<file path="src/hw/rtl/swr_pkg.sv">
// swr_pkg: shared types and codes of the stop-and-wait receiver
// item and result words, front-to-back commands; no dependencies
package swr_pkg;

	localparam int CNT_W = 6;

	localparam logic [2:0] PT_DATA      = 3'd0;
	localparam logic [2:0] PT_LAST_DATA = 3'd1;
	localparam logic [2:0] PT_ACK       = 3'd2;
	localparam logic [2:0] PT_NACK      = 3'd3;
	localparam logic [2:0] PT_TERMINATE = 3'd4;

	localparam logic FUNC_BYTE = 1'b0;
	localparam logic FUNC_END  = 1'b1;

	typedef enum logic [1:0] {
		KIND_BYTE   = 2'd0,
		KIND_REPLY  = 2'd1,
		KIND_PEER   = 2'd2,
		KIND_CLOSED = 2'd3
	} kind_t;

	typedef enum logic [1:0] {
		OP_RELEASE = 2'd0,
		OP_NACK    = 2'd1,
		OP_PEER    = 2'd2,
		OP_CLOSE   = 2'd3
	} op_t;

	typedef struct packed {
		logic               func;
		logic signed [7:0]  data_byte;
		logic [2:0]         packet_type;
		logic signed [31:0] packet_checksum;
	} item_t;

	typedef struct packed {
		kind_t             kind;
		logic signed [7:0] out_byte;
		logic              reply_ack;
		logic              message_done;
		logic              last;
	} result_t;

	// command from front to back
	typedef struct packed {
		op_t              op;
		logic [CNT_W-1:0] count;
		logic             ack;
		logic             done;
	} cmd_t;

endpackage

</file>
<file path="src/hw/rtl/swr_ram.sv">
// swr_ram: generic single-write, single-read ram with registered read
// no dependencies
module swr_ram #(
	parameter int WIDTH = 8,
	parameter int DEPTH = 32,
	localparam int AW = (DEPTH > 1) ? $clog2(DEPTH) : 1
) (
	input  logic             clk,
	input  logic             we,
	input  logic [AW-1:0]    waddr,
	input  logic [WIDTH-1:0] wdata,
	input  logic             re,
	input  logic [AW-1:0]    raddr,
	output logic [WIDTH-1:0] rdata
);

	logic [WIDTH-1:0] mem_q [DEPTH];
	logic [WIDTH-1:0] rdata_q;

	always_ff @(posedge clk) begin
		if (we) begin
			mem_q[waddr] <= wdata;
		end
		if (re) begin
			rdata_q <= mem_q[raddr];
		end
	end

	assign rdata = rdata_q;

endmodule

</file>
<file path="src/hw/rtl/swr_front.sv">
// swr_front: accepts item words, buffers payload, keeps the checksum
// and classifies end words into commands; uses swr_pkg
module swr_front #(
	parameter int MAX_PAYLOAD = 32,
	localparam int AW = (MAX_PAYLOAD > 1) ? $clog2(MAX_PAYLOAD) : 1
) (
	input  logic           clk,
	input  logic           arst_n,
	input  logic           item_valid,
	output logic           item_stall,
	input  swr_pkg::item_t item,
	output logic           push,
	output swr_pkg::cmd_t  push_cmd,
	input  logic           q_full,
	input  logic           rel_done,
	output logic           ram_we,
	output logic [AW-1:0]  ram_waddr,
	output logic [7:0]     ram_wdata
);
	import swr_pkg::*;

	logic [CNT_W-1:0]   cnt_q;
	logic [31:0]        sum_q;
	logic               ovf_q;
	logic               closed_q;
	logic [1:0]         rel_cnt_q;
	logic               accept;
	logic               room;
	logic [CNT_W-1:0]   cnt_inc;
	logic signed [14:0] prod;
	logic               type_data;
	logic               good;
	logic               rel_push;

	assign room      = cnt_q < CNT_W'(MAX_PAYLOAD);
	assign cnt_inc   = cnt_q + CNT_W'(1);
	assign prod      = $signed({1'b0, cnt_inc}) * $signed(item.data_byte);
	assign type_data = (item.packet_type == PT_DATA) || (item.packet_type == PT_LAST_DATA);
	assign good      = !ovf_q && (sum_q == item.packet_checksum);

	// bytes wait while an earlier packet still has to be read out of the buffer
	always_comb begin
		if (closed_q) begin
			item_stall = 1'b0;
		end else if (item.func == FUNC_BYTE) begin
			item_stall = rel_cnt_q != 2'd0;
		end else begin
			item_stall = q_full;
		end
	end

	assign accept = item_valid && !item_stall;

	always_comb begin
		push_cmd.op    = OP_NACK;
		push_cmd.count = cnt_q;
		push_cmd.ack   = 1'b0;
		push_cmd.done  = 1'b0;
		push           = 1'b0;
		if (accept && !closed_q && item.func == FUNC_END) begin
			priority if (type_data) begin
				push           = 1'b1;
				push_cmd.op    = good ? OP_RELEASE : OP_NACK;
				push_cmd.done  = item.packet_type == PT_LAST_DATA;
			end else if (item.packet_type == PT_ACK || item.packet_type == PT_NACK) begin
				push           = 1'b1;
				push_cmd.op    = OP_PEER;
				push_cmd.ack   = item.packet_type == PT_ACK;
			end else if (item.packet_type == PT_TERMINATE) begin
				push           = 1'b1;
				push_cmd.op    = OP_CLOSE;
			end else begin
				push           = 1'b0;
			end
		end
	end

	// an empty release reads nothing back, so it never holds off bytes
	assign rel_push  = push && push_cmd.op == OP_RELEASE && push_cmd.count != '0;
	assign ram_we    = accept && !closed_q && item.func == FUNC_BYTE && room;
	assign ram_waddr = cnt_q[AW-1:0];
	assign ram_wdata = item.data_byte;

	always_ff @(posedge clk or negedge arst_n) begin
		if (!arst_n) begin
			cnt_q     <= '0;
			sum_q     <= '0;
			ovf_q     <= 1'b0;
			closed_q  <= 1'b0;
			rel_cnt_q <= '0;
		end else begin
			rel_cnt_q <= rel_cnt_q + {1'b0, rel_push} - {1'b0, rel_done};
			if (accept && !closed_q) begin
				if (item.func == FUNC_BYTE) begin
					if (room) begin
						cnt_q <= cnt_inc;
						sum_q <= sum_q + 32'(prod);
					end else begin
						ovf_q <= 1'b1;
					end
				end else begin
					cnt_q <= '0;
					sum_q <= '0;
					ovf_q <= 1'b0;
					if (item.packet_type == PT_TERMINATE) begin
						closed_q <= 1'b1;
					end
				end
			end
		end
	end

endmodule

</file>
<file path="src/hw/rtl/swr_queue.sv">
// swr_queue: two-entry command queue between front and back
// uses swr_pkg for the command type
module swr_queue (
	input  logic          clk,
	input  logic          arst_n,
	input  logic          push,
	input  swr_pkg::cmd_t push_cmd,
	output logic          full,
	output logic          not_empty,
	input  logic          pop,
	output swr_pkg::cmd_t head
);
	import swr_pkg::*;

	cmd_t       ent_q [2];
	logic       wr_ptr_q;
	logic       rd_ptr_q;
	logic [1:0] cnt_q;

	assign full      = cnt_q == 2'd2;
	assign not_empty = cnt_q != 2'd0;
	assign head      = ent_q[rd_ptr_q];

	always_ff @(posedge clk) begin
		if (push) begin
			ent_q[wr_ptr_q] <= push_cmd;
		end
	end

	always_ff @(posedge clk or negedge arst_n) begin
		if (!arst_n) begin
			wr_ptr_q <= 1'b0;
			rd_ptr_q <= 1'b0;
			cnt_q    <= '0;
		end else begin
			if (push) begin
				wr_ptr_q <= !wr_ptr_q;
			end
			if (pop) begin
				rd_ptr_q <= !rd_ptr_q;
			end
			cnt_q <= cnt_q + {1'b0, push} - {1'b0, pop};
		end
	end

endmodule

</file>
<file path="src/hw/rtl/swr_back.sv">
// swr_back: carries out commands, drains released bytes from the buffer
// and drives the result register; uses swr_pkg
module swr_back #(
	parameter int MAX_PAYLOAD = 32,
	localparam int AW = (MAX_PAYLOAD > 1) ? $clog2(MAX_PAYLOAD) : 1
) (
	input  logic             clk,
	input  logic             arst_n,
	input  logic             q_not_empty,
	input  swr_pkg::cmd_t    q_head,
	output logic             pop,
	output logic             rel_done,
	output logic             ram_re,
	output logic [AW-1:0]    ram_raddr,
	input  logic [7:0]       ram_rdata,
	output logic             result_valid,
	input  logic             result_stall,
	output swr_pkg::result_t result
);
	import swr_pkg::*;

	typedef enum logic [2:0] {
		ST_IDLE  = 3'b001,
		ST_EMIT  = 3'b010,
		ST_REPLY = 3'b100
	} state_t;

	state_t           state_q;
	cmd_t             cmd_q;
	logic [CNT_W-1:0] idx_q;
	logic [CNT_W-1:0] idx_nxt;
	logic             out_valid_q;
	result_t          out_q;
	logic             free;
	logic             load;
	result_t          load_word;
	logic             end_byte;

	assign free     = !out_valid_q || !result_stall;
	assign idx_nxt  = idx_q + CNT_W'(1);
	assign end_byte = idx_nxt == cmd_q.count;
	assign pop      = state_q == ST_IDLE && q_not_empty;
	assign load     = free && (state_q == ST_EMIT || state_q == ST_REPLY);
	assign rel_done = free && state_q == ST_EMIT && end_byte;

	// first read goes out while taking a release, next ones as each byte leaves
	always_comb begin
		ram_re    = 1'b0;
		ram_raddr = '0;
		if (pop && q_head.op == OP_RELEASE && q_head.count != '0) begin
			ram_re = 1'b1;
		end else if (free && state_q == ST_EMIT && !end_byte) begin
			ram_re    = 1'b1;
			ram_raddr = idx_nxt[AW-1:0];
		end
	end

	always_comb begin
		load_word.kind         = KIND_REPLY;
		load_word.out_byte     = '0;
		load_word.reply_ack    = 1'b0;
		load_word.message_done = 1'b0;
		load_word.last         = 1'b1;
		if (state_q == ST_EMIT) begin
			load_word.kind     = KIND_BYTE;
			load_word.out_byte = ram_rdata;
			load_word.last     = 1'b0;
		end else begin
			unique case (cmd_q.op)
				OP_RELEASE: begin
					load_word.reply_ack    = 1'b1;
					load_word.message_done = cmd_q.done;
				end
				OP_NACK: begin
					load_word.reply_ack = 1'b0;
				end
				OP_PEER: begin
					load_word.kind      = KIND_PEER;
					load_word.reply_ack = cmd_q.ack;
				end
				OP_CLOSE: begin
					load_word.kind = KIND_CLOSED;
				end
				default: begin
					load_word.kind = KIND_REPLY;
				end
			endcase
		end
	end

	always_ff @(posedge clk) begin
		if (pop) begin
			cmd_q <= q_head;
		end
		if (load) begin
			out_q <= load_word;
		end
	end

	always_ff @(posedge clk or negedge arst_n) begin
		if (!arst_n) begin
			state_q     <= ST_IDLE;
			idx_q       <= '0;
			out_valid_q <= 1'b0;
		end else begin
			if (load) begin
				out_valid_q <= 1'b1;
			end else if (free) begin
				out_valid_q <= 1'b0;
			end
			unique case (state_q)
				ST_IDLE: begin
					if (pop) begin
						idx_q <= '0;
						if (q_head.op == OP_RELEASE && q_head.count != '0) begin
							state_q <= ST_EMIT;
						end else begin
							state_q <= ST_REPLY;
						end
					end
				end
				ST_EMIT: begin
					if (free) begin
						idx_q <= idx_nxt;
						if (end_byte) begin
							state_q <= ST_REPLY;
						end
					end
				end
				ST_REPLY: begin
					if (free) begin
						state_q <= ST_IDLE;
					end
				end
				default: begin
					state_q <= ST_IDLE;
				end
			endcase
		end
	end

	assign result_valid = out_valid_q;
	assign result       = out_q;

	a_emit_release: assert property (@(posedge clk) disable iff (!arst_n)
		state_q == ST_EMIT |-> cmd_q.op == OP_RELEASE)
		else $error("byte drain without a release command");

	a_idx_range: assert property (@(posedge clk) disable iff (!arst_n)
		state_q == ST_EMIT |-> idx_q < cmd_q.count)
		else $error("drain index past buffered byte count");

	a_byte_not_last: assert property (@(posedge clk) disable iff (!arst_n)
		(load && state_q == ST_EMIT) |=> !out_q.last && out_q.kind == KIND_BYTE)
		else $error("payload byte word marked last");

	a_reply_last: assert property (@(posedge clk) disable iff (!arst_n)
		(load && state_q == ST_REPLY) |=> out_q.last && state_q == ST_IDLE)
		else $error("reply word not marked last");

endmodule

</file>
<file path="src/hw/rtl/stop_and_wait_receiver.sv">
// Receiving end of a stop-and-wait link. A payload byte goes into a MAX_PAYLOAD-byte
// buffer while the position-weighted checksum is updated. An end word is classified
// and queued; its result word passes the queue entry, the back's command register
// and the result register. A good data packet drains out of the buffer at one byte
// per cycle while the result is not stalled, and its ACK reply word follows. The
// buffer has one write port, used by the front, and one read port, used by the
// back; bytes of the next packet are held off until the previous packet's bytes
// have been read out. After a terminate packet all later words are taken and dropped.
// Top level: instantiates swr_front, swr_queue, swr_back and swr_ram; uses swr_pkg.
module stop_and_wait_receiver #(
	parameter int MAX_PAYLOAD = 32
) (
	input  logic             clk,
	input  logic             arst_n,
	input  logic             item_valid,
	output logic             item_stall,
	input  swr_pkg::item_t   item,
	output logic             result_valid,
	input  logic             result_stall,
	output swr_pkg::result_t result
);
	import swr_pkg::*;

	localparam int AW = (MAX_PAYLOAD > 1) ? $clog2(MAX_PAYLOAD) : 1;

	logic          push;
	cmd_t          push_cmd;
	logic          q_full;
	logic          q_not_empty;
	logic          pop;
	cmd_t          q_head;
	logic          rel_done;
	logic          ram_we;
	logic [AW-1:0] ram_waddr;
	logic [7:0]    ram_wdata;
	logic          ram_re;
	logic [AW-1:0] ram_raddr;
	logic [7:0]    ram_rdata;

	swr_front #(.MAX_PAYLOAD(MAX_PAYLOAD)) u_front (
		.clk       (clk),
		.arst_n    (arst_n),
		.item_valid(item_valid),
		.item_stall(item_stall),
		.item      (item),
		.push      (push),
		.push_cmd  (push_cmd),
		.q_full    (q_full),
		.rel_done  (rel_done),
		.ram_we    (ram_we),
		.ram_waddr (ram_waddr),
		.ram_wdata (ram_wdata)
	);

	swr_queue u_queue (
		.clk      (clk),
		.arst_n   (arst_n),
		.push     (push),
		.push_cmd (push_cmd),
		.full     (q_full),
		.not_empty(q_not_empty),
		.pop      (pop),
		.head     (q_head)
	);

	swr_ram #(.WIDTH(8), .DEPTH(MAX_PAYLOAD)) u_buf (
		.clk  (clk),
		.we   (ram_we),
		.waddr(ram_waddr),
		.wdata(ram_wdata),
		.re   (ram_re),
		.raddr(ram_raddr),
		.rdata(ram_rdata)
	);

	swr_back #(.MAX_PAYLOAD(MAX_PAYLOAD)) u_back (
		.clk         (clk),
		.arst_n      (arst_n),
		.q_not_empty (q_not_empty),
		.q_head      (q_head),
		.pop         (pop),
		.rel_done    (rel_done),
		.ram_re      (ram_re),
		.ram_raddr   (ram_raddr),
		.ram_rdata   (ram_rdata),
		.result_valid(result_valid),
		.result_stall(result_stall),
		.result      (result)
	);

endmodule
</file>
<file path="config.mk">
export PLATFORM = sky130hd
export DESIGN_NAME = stop_and_wait_receiver
export DESIGN_NICKNAME = d
export VERILOG_FILES = /design/src/hw/rtl/swr_pkg.sv /design/src/hw/rtl/swr_ram.sv /design/src/hw/rtl/swr_front.sv /design/src/hw/rtl/swr_queue.sv /design/src/hw/rtl/swr_back.sv /design/src/hw/rtl/stop_and_wait_receiver.sv
export SDC_FILE = /design/constraint.sdc
export NUM_CORES = 1
export LEC_CHECK = 0
export BUFFER_PORTS_ARGS = -buffer_cell sky130_fd_sc_hd__buf_2
export CORE_ASPECT_RATIO = 0.6
export CORE_MARGIN = 4
export CORE_UTILIZATION = 63
export DETAILED_ROUTE_END_ITERATION = 8
export PLACE_DENSITY = 0.81
export SKIP_CTS_REPAIR_TIMING = 1
export SYNTH_ARGS = -nofsm -noshare
export SYNTH_HDL_FRONTEND = slang
export SYNTH_SLANG_ARGS = --single-unit
</file>
<file path="constraint.sdc">
create_clock -name clk -period 9.8 [get_ports clk]
set_input_delay 0.49 -clock clk [delete_from_list [all_inputs] [get_ports clk]]
set_output_delay 0.49 -clock clk [all_outputs]
set_load 0.1 [all_outputs]
</file>
==> metrics.txt, run 1 <==
outcome=finished clean; crit-path max FO=19; Die Width=229 um; Reg2Reg Setup Slack=1.44 ns; largest net degree at the start of global routing=68; Vias/cell=6.52; vias in the first global route=12000; post-synthesis async set-or-reset flop share=15.4%; Synth Net Count=1647; CP arrival=8.77 ns; Simple-Gate Fraction of Synth Area=10.5%; CTS tree=yes; total negative slack=0 ns; GRT Total Usage=28.6%; Routed WL per cell=23.7 um; largest stage delay on the critical path=0.63 ns; Worst Tran Pin Value=1.14 ns; most common cell in the synthesized netlist=edfxtp_1; CTS Sinks=363; sequential fraction of the synthesis area=57.4%; DRC violation count after routing=0; fmax=120 MHz; Max Root-Sink Buffers=3; DRT Pass-1 Iters=6; synthesized netlist cell count=1490; HP Class=in -> async; dominant cell type by area after synthesis=edfxtp_1; initial antenna violation count=2; Buffers on Ports=62; nets@finish=1707; root buffer cell=clkbuf_16; global-route wire length before repair=71000 um; top-level I/O count=63; H-tree depth=2; EDFF count, synth=307; post-synthesis mux area share=3.93%; die area=32300 um^2; core box area=28800 um^2; Final period util=85.4%; Post-Synth Adder-Cell Area=8.82%; Synth cell types=82; P&R area growth vs syn=9.25%; GP Congestion=1.01; overall power=6.49 mW; peak supply drop=0.000250 V; clock latency on the worst-skew pair=0.53 ns; Post-synth top cells=307 x edfxtp_1, 123 x nand2_1, 100 x nor2_1; ranking of synthesized cells by area=edfxtp_1 50%, dfrtp_1 7.4%, ha_1 4.9%; RR Startpoint=u_front.cnt_q[0]; Routed WL=46300 um; Tmin final=8.36 ns; critical path launch point=u_front.cnt_q[0]; largest family of logic cells by synthesized area=compound AO/OA/AOI/OAI gates; Overflow after GRT=0; DPL Wire Length=32100 um; RR Endpoint=u_front.sum_q[30]; TritonCTS Buffers=36; R2R cell count=30; clk slew on worst S/H paths=0.06 ns; post-route clock skew=0.00946 ns; compound-gate portion of the synthesized area=11.6%; PwrDens=321 nW/um^2; synthesized flop and latch total=363; Initial Utilization=64.2%; Max Cap Viol=0; Antenna Nets Post-Route=0; Required @ worst endpoint=10.21 ns; P_leak=7.60 nW; Avg Inst Size Synth=12.4 um^2; 1st-iter DRT viols=1488; Pins Over Slew Limit=0; Yosys top cell area share=49.8%; Slowest-stage cell, CP=xor2_1; Cell Rows=48; Chip Height=141 um; WS Path Type=reg -> reg; Hold Vio Cnt, Final=0; startpoint types=flop; Slew HR=24.2%; unrepaired setup endpoints after global routing=no; Post-Synth XOR/XNOR Area=4.58%; yosys warns=0; layout cell share with drive strength beyond 1=11.5%; CP Capture Type=flop; via count=12700; Final setup viols=0; synthesized cell area=18500 um^2; ys flop type=edfxtp_1
## flip-flops by register name, indices dropped and copies added, names as in the netlist
name,cells
u_back.cmd_q,10
u_back.idx_q,6
u_back.result,13
u_back.result_valid,1
u_back.state_q,3
u_buf.mem_q,256
u_buf.rdata,8
u_front.closed_q,1
u_front.cnt_q,6
u_front.ovf_q,1
u_front.rel_cnt_q,2
u_front.sum_q,32
u_queue.cnt_q,2
u_queue.ent_q,20
u_queue.rd_ptr_q,1
u_queue.wr_ptr_q,1
## final cells by class
type	count	area (um^2)
clock buffer	45	966
inverter	92	345
timing repair buffer	77	423
sequential	363	10600
clock inverter	15	83.8
multi-input combinational	980	7310
fill	1970	8600
tap	375	469
antenna	2	5.00
## report_power, final
group	total [mW]	internal [mW]	leakage, nW	switching (mW)
Combinational	3.24	1.23	3.60	2.00
Clock	1.27	0.699	0.510	0.575
Sequential	1.98	1.83	3.50	0.151
## critical path, delay by kind of cell, from the launching register on
family	cells	cell delay, ns
buffers and inverters	4	0.21
AO/OA/AOI/OAI	10	2.09
adder cells (fa/ha/maj)	7	2.89
flip-flops	1	0.60
AND/OR/NAND/NOR	7	1.64
XOR/XNOR	2	0.81
## cell usage in the layout (no fill, tap or decap), types with 20 or more instances in the layout
cell / n
a21oi_1: 75
mux2i_1: 40
xor2_1: 51
fa_1: 36
buf_2: 62
and2_1: 28
nor2b_1: 33
o21ai_0: 62
nor3_1: 22
nor2_1: 100
clkbuf_16: 37
inv_1: 91
mux2_2: 29
ha_1: 73
o221ai_1: 26
nand3_1: 20
edfxtp_1: 307
nand2_1: 123
dfrtp_1: 54
xnor2_1: 39
## metrics by stage
step,instances,hold slack (ns),utilization (%),worst slack (ns),cell area (um^2)
6_report,1949,0.111,70.2,1.44,20200
3_3_place_gp,1887,0.468,66.5,1.96,19200
2_1_floorplan,1490,0.194,-,2.39,18500
5_1_grt,1948,0.194,70.2,0.876,20200
3_5_place_dp,1887,0.477,66.5,1.66,19200
4_1_cts,1947,0.142,70.2,1.62,20200
## layer usage
layer / track usage (%) / up-vias / part of all wire, %
met5: 1.93 / - / 0.22
met4: 6.97 / 4 / 2.5
met3: 10.6 / 109 / 14
met2: 37.7 / 776 / 39
met1: 44.8 / 6223 / 44
li1: - / 5601 / -
## worst max-delay path by stage
stage | end | slack (ns) | cells past startpoint
final | u_front.sum_q[30] | 1.44 | 30
after global routing | u_front.sum_q[31] | 0.88 | 30
after CTS | u_front.sum_q[30] | 1.62 | 30
after detailed placement | u_front.sum_q[30] | 1.66 | 30
after global placement | u_front.sum_q[30] | 1.96 | 30
after floorplan | u_front.sum_q[30] | 2.39 | 31
## cell families after synthesis
kind of cell	Yosys count
multiplexers	69
buffers and inverters	147
AND/OR/NAND/NOR	392
AO/OA/AOI/OAI	317
XOR/XNOR	93
flip-flops	363
adder cells (fa/ha/maj)	109
Power figures use the tool's default switching activity.
==> inputs of run 2 (changes only) <==
--- a/config.mk
+++ b/config.mk
@@ -5,12 +5,12 @@
 export SDC_FILE = /design/constraint.sdc
 export NUM_CORES = 1
 export LEC_CHECK = 0
-export BUFFER_PORTS_ARGS = -buffer_cell sky130_fd_sc_hd__buf_2
 export CORE_ASPECT_RATIO = 0.6
 export CORE_MARGIN = 4
-export CORE_UTILIZATION = 63
+export CORE_UTILIZATION = 64
 export DETAILED_ROUTE_END_ITERATION = 8
-export PLACE_DENSITY = 0.81
+export DONT_BUFFER_PORTS = 1
+export PLACE_DENSITY = 0.79
 export SKIP_CTS_REPAIR_TIMING = 1
 export SYNTH_ARGS = -nofsm -noshare
 export SYNTH_HDL_FRONTEND = slang
==> metrics.txt, run 2 (synthesized netlist as in run 1, its figures left out) <==
Slowest-stage cell, CP=dfrtp_1; Post-Place Worst Slack=1.35 ns; commonest cells after routing, fill and taps aside=307 x edfxtp_1, 123 x nand2_1, 99 x nor2_1; post-route clock skew=0.0137 ns; Cell Rows=47; DPL Wire Length=30900 um; Buf+Inv Stages, Crit Path=4; multi-input logic area=7320 um^2; critical path launch point=u_front.cnt_q[3]; top-level I/O count=63; outcome=finished clean; nets@finish=1647; Routed WL per cell=24.4 um; largest stage delay on the critical path=0.59 ns; Routed WL=45900 um; number of flip-flops under the largest register name=256; Initial Utilization=66.0%; crit-path max FO=19; RR Startpoint=u_front.cnt_q[3]; Hold Vio Cnt, Final=0; final core utilization=71.4%; Tmin final=8.52 ns; filler cell count=1907; CP Capture Type=flop; Pins Over Slew Limit=0; RR Endpoint=u_front.sum_q[30]; Sequential cell area=10600 um^2; PwrDens=320 nW/um^2; core box area=28100 um^2; Final period util=86.9%; DRC violation count after routing=0; Top delay family on crit path=adder cells; initial antenna violation count=3; Levels on crit path=30; clock latency on the worst-skew pair=0.58 ns; die area=31800 um^2; hold slack=0.0233 ns; TritonCTS Buffers=31; CTS tree=yes; H-tree depth=1; fmax=117 MHz; P_leak=7.39 nW; Overflow after GRT=0; Vias/cell=6.56; HP Class=in -> reg; global-route wire length before repair=69200 um; via count=12300; WS Path Type=reg -> reg; GP Congestion=1.01; Die Width=228 um; Antenna Nets Post-Route=0; unrepaired setup endpoints after global routing=no; vias in the first global route=11300; 1st-iter DRT viols=1768; Worst Tran Pin Value=1.34 ns; Slew HR=9.98%; CTS Sinks=363; total negative slack=0 ns; root buffer cell=clkbuf_16; CP endpoint=u_front.sum_q[30]; Max Cap Viol=0; Chip Height=140 um; DRT Pass-1 Iters=6; Final setup viols=0; PnR worst setup slack=1.28 ns; startpoint types=flop; Reg2Reg Setup Slack=1.28 ns; Reg with most FFs=u_buf.mem_q; CP arrival=8.95 ns; Top Registers=u_buf.mem_q: 256 flops, u_front.sum_q: 32 flops, u_queue.ent_q: 20 flops; most common cell after layout, fill and taps aside=edfxtp_1; peak supply drop=0.000240 V; largest net degree at the start of global routing=61; R2R cell count=30; clk slew on worst S/H paths=0.07 ns; GRT Total Usage=28.5%; Max Root-Sink Buffers=3; Buffers on Ports=0; Required @ worst endpoint=10.23 ns; most frequent CP cell=inv_1; layout cell share with drive strength beyond 1=7.60%; P&R area growth vs syn=8.09%; hold path depth=0
run 2: cell types whose count changed in the layout (fill, tap and decap cells not counted), moves of 3 or more:
| cell | change |
|---|---|
| bufinv_16 | +3 |
| clkbuf_16 | -6 |
| dlygate4sd3_1 | +9 |
| buf_12 | +4 |
| clkbuf_8 | +3 |
| buf_4 | -7 |
| buf_2 | -62 |
run 2: worst min path at each step:
stage	endpoint	slack [ns]	startpoint
6_report	u_buf.mem_q[18][2]	0.02	item[37]
5_1_grt	u_buf.mem_q[12][7]	0.0006	item[42]
4_1_cts	u_front.closed_q	-0.42	arst_n
3_5_place_dp	u_front.sum_q[25]	0.20	arst_n
3_3_place_gp	u_front.sum_q[23]	0.20	arst_n
2_1_floorplan	u_back.idx_q[0]	0.19	arst_n
run 2: area by class of cell:
class | instances | share of cell area, %
well taps | 367 | 2.29
multi-input cells | 980 | 36.6
clock inverters | 13 | 0.725
inverters | 92 | 1.73
clock buffers | 44 | 4.32
repair buffers | 22 | 1.29
diodes | 1 | 0.0125
flip-flops and latches | 363 | 53.1
run 2: routing by layer:
| metal | track usage [%] | vias up | part of all wire [%] |
|---|---|---|---|
| met5 | 0 | - | 0.065 |
| met4 | 4.84 | 4 | 1.6 |
| met3 | 10.0 | 64 | 14 |
| met2 | 35.8 | 723 | 38 |
| met1 | 47.8 | 6072 | 46 |
| li1 | - | 5479 | - |
run 2: worst register-to-register path, delay by kind of cell (launching register included):
family | cells | cell delay, ns
xor gates and xnor gates | 2 | 0.56
buffers and inverters | 4 | 0.20
AOI/OAI and AO/OA | 10 | 2.17
DFF | 1 | 0.59
and+or+nand+nor | 8 | 2.16
adders and majority gates | 6 | 2.68
run 2: stage by stage:
| stage | total power [mW] | instance area (um^2) | instances |
|---|---|---|---|
| final | 6.40 | 20000 | 1882 |
| after global routing | 6.82 | 20000 | 1882 |
| after CTS | 6.30 | 19800 | 1867 |
| after detailed placement | 5.06 | 18800 | 1810 |
| after floorplan | 4.39 | 18500 | 1490 |
| after global placement | 4.98 | 18800 | 1810 |
run 2: power breakdown:
part           internal (mW)  leakage [nW]  switching [mW]  total (mW)
clock                  0.692         0.491           0.556        1.25
sequential              1.83          3.50           0.249        2.08
combinational           1.21          3.40            1.86        3.07
total                   3.73          7.39            2.67        6.40
==> inputs of run 3 (changes only) <==
--- a/config.mk
+++ b/config.mk
@@ -5,12 +5,14 @@
 export SDC_FILE = /design/constraint.sdc
 export NUM_CORES = 1
 export LEC_CHECK = 0
+export ABC_AREA = 1
 export CORE_ASPECT_RATIO = 0.6
 export CORE_MARGIN = 4
-export CORE_UTILIZATION = 64
+export CORE_UTILIZATION = 65
 export DETAILED_ROUTE_END_ITERATION = 8
 export DONT_BUFFER_PORTS = 1
-export PLACE_DENSITY = 0.79
+export PLACE_DENSITY = 0.8
+export REMOVE_ABC_BUFFERS = 1
 export SKIP_CTS_REPAIR_TIMING = 1
 export SYNTH_ARGS = -nofsm -noshare
 export SYNTH_HDL_FRONTEND = slang
==> metrics.txt, run 3 <==
most common cell after layout, fill and taps aside=inv_1; fmax=138 MHz; Design Area, Final=21700 um^2; dominant cell type by area after synthesis=edfxtp_1; PwrDens=171 nW/um^2; Routed WL per cell=20.4 um; P&R area growth vs syn=6.62%; peak supply drop=0.000235 V; Yosys top cell area share=45.3%; DRC violation count after routing=0; RR Endpoint=u_front.sum_q[26]; number of flip-flops under the largest register name=256; EDFF count, synth=307; critical path launch point=u_front.cnt_q[0]; overall power=3.72 mW; Final period util=73.8%; DRT Pass-1 Iters=7; Routed WL=53700 um; top-level I/O count=63; Top Registers=u_buf.mem_q: 256 flops, u_front.sum_q: 32 flops, u_queue.ent_q: 20 flops; ys flop type=edfxtp_1; core box area=30400 um^2; startpoint types=flop; ranking of synthesized cells by area=edfxtp_1 45%, inv_1 8.5%, nand2_1 7.1%; CTS tree=yes; Reg2Reg Setup Slack=2.57 ns; nets@finish=2355; clk slew on worst S/H paths=0.07 ns; GP Congestion=0.982; Overflow after GRT=0; R2R cell count=34; total negative slack=0 ns; die area=34300 um^2; Chip Height=145 um; synthesized flop and latch total=363; Tmin final=7.23 ns; TritonCTS Buffers=34; Slew HR=23.4%; Synth cell types=47; clock latency on the worst-skew pair=0.54 ns; global-route wire length before repair=84600 um; Slowest-stage cell, CP=dfrtp_1; Die Width=236 um; synthesized netlist cell count=2238; most common cell in the synthesized netlist=inv_1; crit-path max FO=11; Initial Utilization=66.9%; sequential fraction of the synthesis area=52.2%; root buffer cell=clkbuf_16; outcome=finished clean; CP arrival=7.66 ns; Avg Inst Size Synth=9.09 um^2; layout cell share with drive strength beyond 1=3.60%; Hold Vio Cnt, Final=0; Pins Over Slew Limit=0; final core utilization=71.3%; P_leak=9.79 nW; Post-Place Worst Slack=2.73 ns; vias in the first global route=15400; most frequent CP cell=nand2_1; Reg with most FFs=u_buf.mem_q; Placed Area=20500 um^2; unrepaired setup endpoints after global routing=no; H-tree depth=2; PnR worst setup slack=2.57 ns; post-synthesis async set-or-reset flop share=15.4%; Worst Tran Pin Value=1.15 ns; 1st-iter DRT viols=2291; WS Path Type=reg -> reg; Post-synth top cells=460 x inv_1, 386 x nand2_1, 307 x edfxtp_1; post-route clock skew=0.0259 ns; CP Capture Type=flop; largest net degree at the start of global routing=98; largest stage delay on the critical path=0.58 ns; Max Cap Viol=0; commonest cells after routing, fill and taps aside=460 x inv_1, 386 x nand2_1, 307 x edfxtp_1; HP Class=in -> reg; initial antenna violation count=1; Required @ worst endpoint=10.22 ns; RR Startpoint=u_front.cnt_q[0]; synthesized cell area=20300 um^2; GRT Total Usage=30.9%; CTS Sinks=363; Final setup viols=0; DPL Wire Length=35100 um; CP endpoint=u_front.sum_q[26]; yosys warns=0; Buffers on Ports=0; Antenna Nets Post-Route=0; Cell Rows=49; Max Root-Sink Buffers=3; Vias/cell=6.11; via count=16100
## run 3: where the power goes
part           switching (mW)  internal (mW)  leakage, nW
Combinational           0.333          0.103         5.87
Sequential              0.160           1.76         3.38
Clock                   0.581          0.777        0.543
## run 3: cell type report
class / count / area (um^2)
multi-input cells: 1319 / 7560
diodes: 2 / 5.00
flip-flops and latches: 363 / 10600
well taps: 408 / 510
clock inverters: 17 / 188
inverters: 467 / 1760
repair buffers: 13 / 120
clock buffers: 43 / 926
fillers: 2270 / 8730
## run 3: kinds of logic after synthesis
kind of cell / synth area share (%)
xor+xnor: 2.02
compound gates: 5.17
buf+inv: 10.7
simple gates: 21.8
flops: 52.2
fa+ha+maj: 8.03
## run 3: critical path, delay by kind of cell (launching register included)
kind	cells	cell delay [ns]
fa+ha+maj	6	2.77
xor+xnor	2	0.67
flops	1	0.58
simple gates	15	1.90
compound gates	7	1.02
buf+inv	4	0.22
## run 3: worst min path at each step
stage,startpoint,endpoint,slack (ns),depth (start not counted)
2_1_floorplan,arst_n,u_back.idx_q[0],0.19,0
3_3_place_gp,arst_n,u_front.sum_q[1],0.20,0
3_5_place_dp,arst_n,u_front.sum_q[2],0.20,0
4_1_cts,arst_n,u_front.sum_q[31],-0.37,0
5_1_grt,item[43],u_front.sum_q[13],0.03,1
6_report,item[43],u_front.sum_q[13],0.05,1
## run 3: metal layers
metal	track usage, %	vias up	routed length [um]
li1	-	7333	-
met1	48.3	7648	23200
met2	43.1	997	22500
met3	8.57	95	7000
met4	7.64	2	1030
met5	0	-	13
## run 3: stage by stage
stage / hold slack [ns] / cells
after floorplan: 0.194 / 2149
after global placement: 0.196 / 2568
after detailed placement: 0.196 / 2568
after CTS: -0.367 / 2628
after global routing: 0.0327 / 2630
final: 0.0481 / 2632
